===== config.mk =====
export PLATFORM = sky130hd
export DESIGN_NAME = lhte_ram
export DESIGN_NICKNAME = d
export VERILOG_FILES = /design/src/rtl/core/lhte_ram.sv
export SDC_FILE = /design/constraint.sdc
export NUM_CORES = 1
export LEC_CHECK = 0
export ABC_AREA = 1
export BUFFER_PORTS_ARGS = -buffer_cell sky130_fd_sc_hd__buf_2
export CORE_ASPECT_RATIO = 1.2
export CORE_MARGIN = 1.5
export CORE_UTILIZATION = 30
export DETAILED_ROUTE_END_ITERATION = 10
export MAX_ROUTING_LAYER = met4
export PLACE_DENSITY = 0.56
export SKIP_LAST_GASP = 1
export SYNTH_ARGS = -nofsm -noshare
export SYNTH_HDL_FRONTEND = slang
export SYNTH_SLANG_ARGS = --single-unit

===== constraint.sdc =====
create_clock -name clk -period 1.4 [get_ports clk]
set_input_delay 0.28 -clock clk [delete_from_list [all_inputs] [get_ports clk]]
set_output_delay 0.28 -clock clk [all_outputs]
set_load 0.02 [all_outputs]

===== src/rtl/core/lhte_ram.sv =====
`timescale 1ns / 1ps
module lhte_ram #(
	parameter int WIDTH = 8,
	parameter int DEPTH = 16
) (
	input  logic                     clk,
	input  logic                     we,
	input  logic [$clog2(DEPTH)-1:0] waddr,
	input  logic [WIDTH-1:0]         wdata,
	input  logic [$clog2(DEPTH)-1:0] raddr,
	output logic [WIDTH-1:0]         rdata
);

	logic [WIDTH-1:0] mem [DEPTH];

	// one write port, one registered read port
	always_ff @(posedge clk) begin
		if (we) begin
			mem[waddr] <= wdata;
		end
		rdata <= mem[raddr];
	end

endmodule

==> flow_summary.json <==
{
  "status": "complete, no violations",
  "antenna_found_initial": 0,
  "cts_tree": "built",
  "die_w_um": 130,
  "ys_top_cells_by_area": "edfxtp_1, nand2_1, nand3_1, inv_1, dfxtp_1",
  "grt_pass1_wl_um": 21600,
  "rows": 55,
  "cp-start-kind": "flop",
  "p_total_uw": 9710,
  "place_congestion": 0.856,
  "tightest_slew_ps": 417,
  "p_leak_uw": 0.00298,
  "tns_ps": 0,
  "critPathBufInv": 1,
  "routed_wl_um": 13300,
  "fin_crit_sh_pct": 91.2,
  "final_util_pct": 36.7,
  "timing.fmax_ghz": 0.783,
  "power_density_nw_per_um2": 1400,
  "maxCapViolCount": 0,
  "drc": 0,
  "synth_top_cell_by_area": "edfxtp_1",
  "cp_cell_sequence": "buf_2",
  "cts_buffers": 17,
  "start_util_pct": 30.6,
  "dr_total_vias": 3819,
  "grt_start_max_net_pins": 53,
  "drtIter0Drc": 309,
  "avgSynthCellArea_sq_um": 10.5,
  "coreArea_sq_um": 18900,
  "grt_overflow": 0,
  "dpl.hpwl_um": 8530,
  "clock_sinks": 136,
  "h-tree-depth": 4,
  "worstPathRequired_ps": 1120,
  "slew_headroom_pct": 72.2,
  "synth_seq_cells": 136,
  "area_growth_syn_to_layout_pct": 20.0,
  "rsz0062_at_grt": "false",
  "seq_area_frac_synth_pct": 69.4,
  "grt_util_all_layers_pct": 15.1,
  "ctsLongestPathBuffers": 2,
  "dr.pass1.iters": 4,
  "slowest_delay_ps": 390,
  "synth.distinct_cells": 12,
  "clk_latency_ps": 420,
  "die_area_sq_um": 20100,
  "yosysWarnings": 0,
  "wl_per_cell_um": 15.3,
  "num_antenna_cells": 0,
  "crit_path_top_delay_cell": "dfxtp_1",
  "critPathTopFamily": "flip-flops",
  "clk_pin_slew_worst_paths_ps": 60,
  "hold_viol": 0,
  "setup_viol": 0,
  "worst-path-max-fanout": 1,
  "slew_viol_final": 0,
  "dp.cells": 836,
  "drive_above_1_share_pct": 13.6,
  "netlist_area_sq_um": 5770,
  "whs_ps": 289,
  "cts.repair.resized": 0,
  "cts_root_buffer": "clkbuf_16",
  "syn_inst": 551,
  "finish.net_count": 617,
  "routed_via_density": 4.40,
  "stdcell_count": 868,
  "critPathCaptureType": "primary output",
  "hold_class": "in -> reg",
  "min_period_ps": 1280,
  "cp.arrival_ps": 1000,
  "io_buffers": 25,
  "pin_count": 26,
  "crit_type": "reg -> out",
  "hold_buffers": 0,
  "synth_nets": 569,
  "ant_nets": 0,
  "vdd_drop_max_mv": 0.737,
  "grt_pass1_vias": 3939,
  "skew_ps": 9.87,
  "cts_setup_buffers": 0,
  "die_y_um": 155,
  "yosys.area.top_type_share_pct": 66.7
}
[sequential cells by signal, summed over array words and instances (netlist names)]
name / flops
rdata: 8
mem: 128
[placed cells by master, fill, tap and decap left out, drive strengths merged]
cell type,netlist,final
nor2,17,17
nand3,97,97
inv,102,102
nand3b,2,2
edfxtp,128,128
clkinv,0,5
nand2,173,173
clkbuf,0,24
dfxtp,8,8
buf,24,53
bufinv,0,3
[Yosys cell counts]
cell	count
buf_1	1
inv_2	2
edfxtp_1	128
buf_2	13
buf_6	6
nand3_1	97
nor2_1	17
buf_4	4
nand2_1	173
inv_1	100
dfxtp_1	8
nand3b_1	2
[final cells by class]
class	count	area [sq um]
clock buffers	24	482
clock inverters	8	119
fillers	1886	11900
inverters	102	383
multi-input cells	289	1210
flip-flops and latches	136	4000
well taps	256	320
repair buffers	53	398
[path summary, 6_finish.rpt]
| kind | start | to | slack (ps) | depth (start not counted) |
|---|---|---|---|---|
| setup / recovery | rdata[2] | rdata[2] | 120 | 1 |
| hold / removal | wdata[3] | mem[14][3] | 290 | 1 |
| setup reg to reg | mem[13][7] | rdata[7] | 390 | 6 |
| hold reg to reg | mem[12][1] | rdata[1] | 680 | 6 |
[where the power goes]
part           switching [uW]  total [uW]  internal [uW]
Clock                    1580        4520           2930
Sequential               31.8        4590           4550
Combinational             422         612            190
Total                    2040        9710           7680
[layer usage]
| layer | GRT usage (%) | vias up | part of all wire, % |
|---|---|---|---|
| met2 | 24.0 | 106 | 49 |
| met1 | 19.0 | 1825 | 44 |
| met3 | 2.72 | 20 | 4.7 |
| li1 | - | 1868 | - |
| met4 | 6.08 | 0 | 1.9 |
| met5 | - | - | 0 |
[metrics by stage]
stage	worst slack, ps	instance area [sq um]
floorplan	169	5770
global placement	64.3	6320
detailed placement	54.5	6320
CTS	97.7	6920
global route	86.4	6920
finish	123	6920
[cells by family after synthesis]
family | Yosys count | share of synthesized area [%]
buf+inv | 126 | 9.52
simple gates | 289 | 21.0
flops | 136 | 69.4
Note: power is estimated with default switching activity, not from simulation.
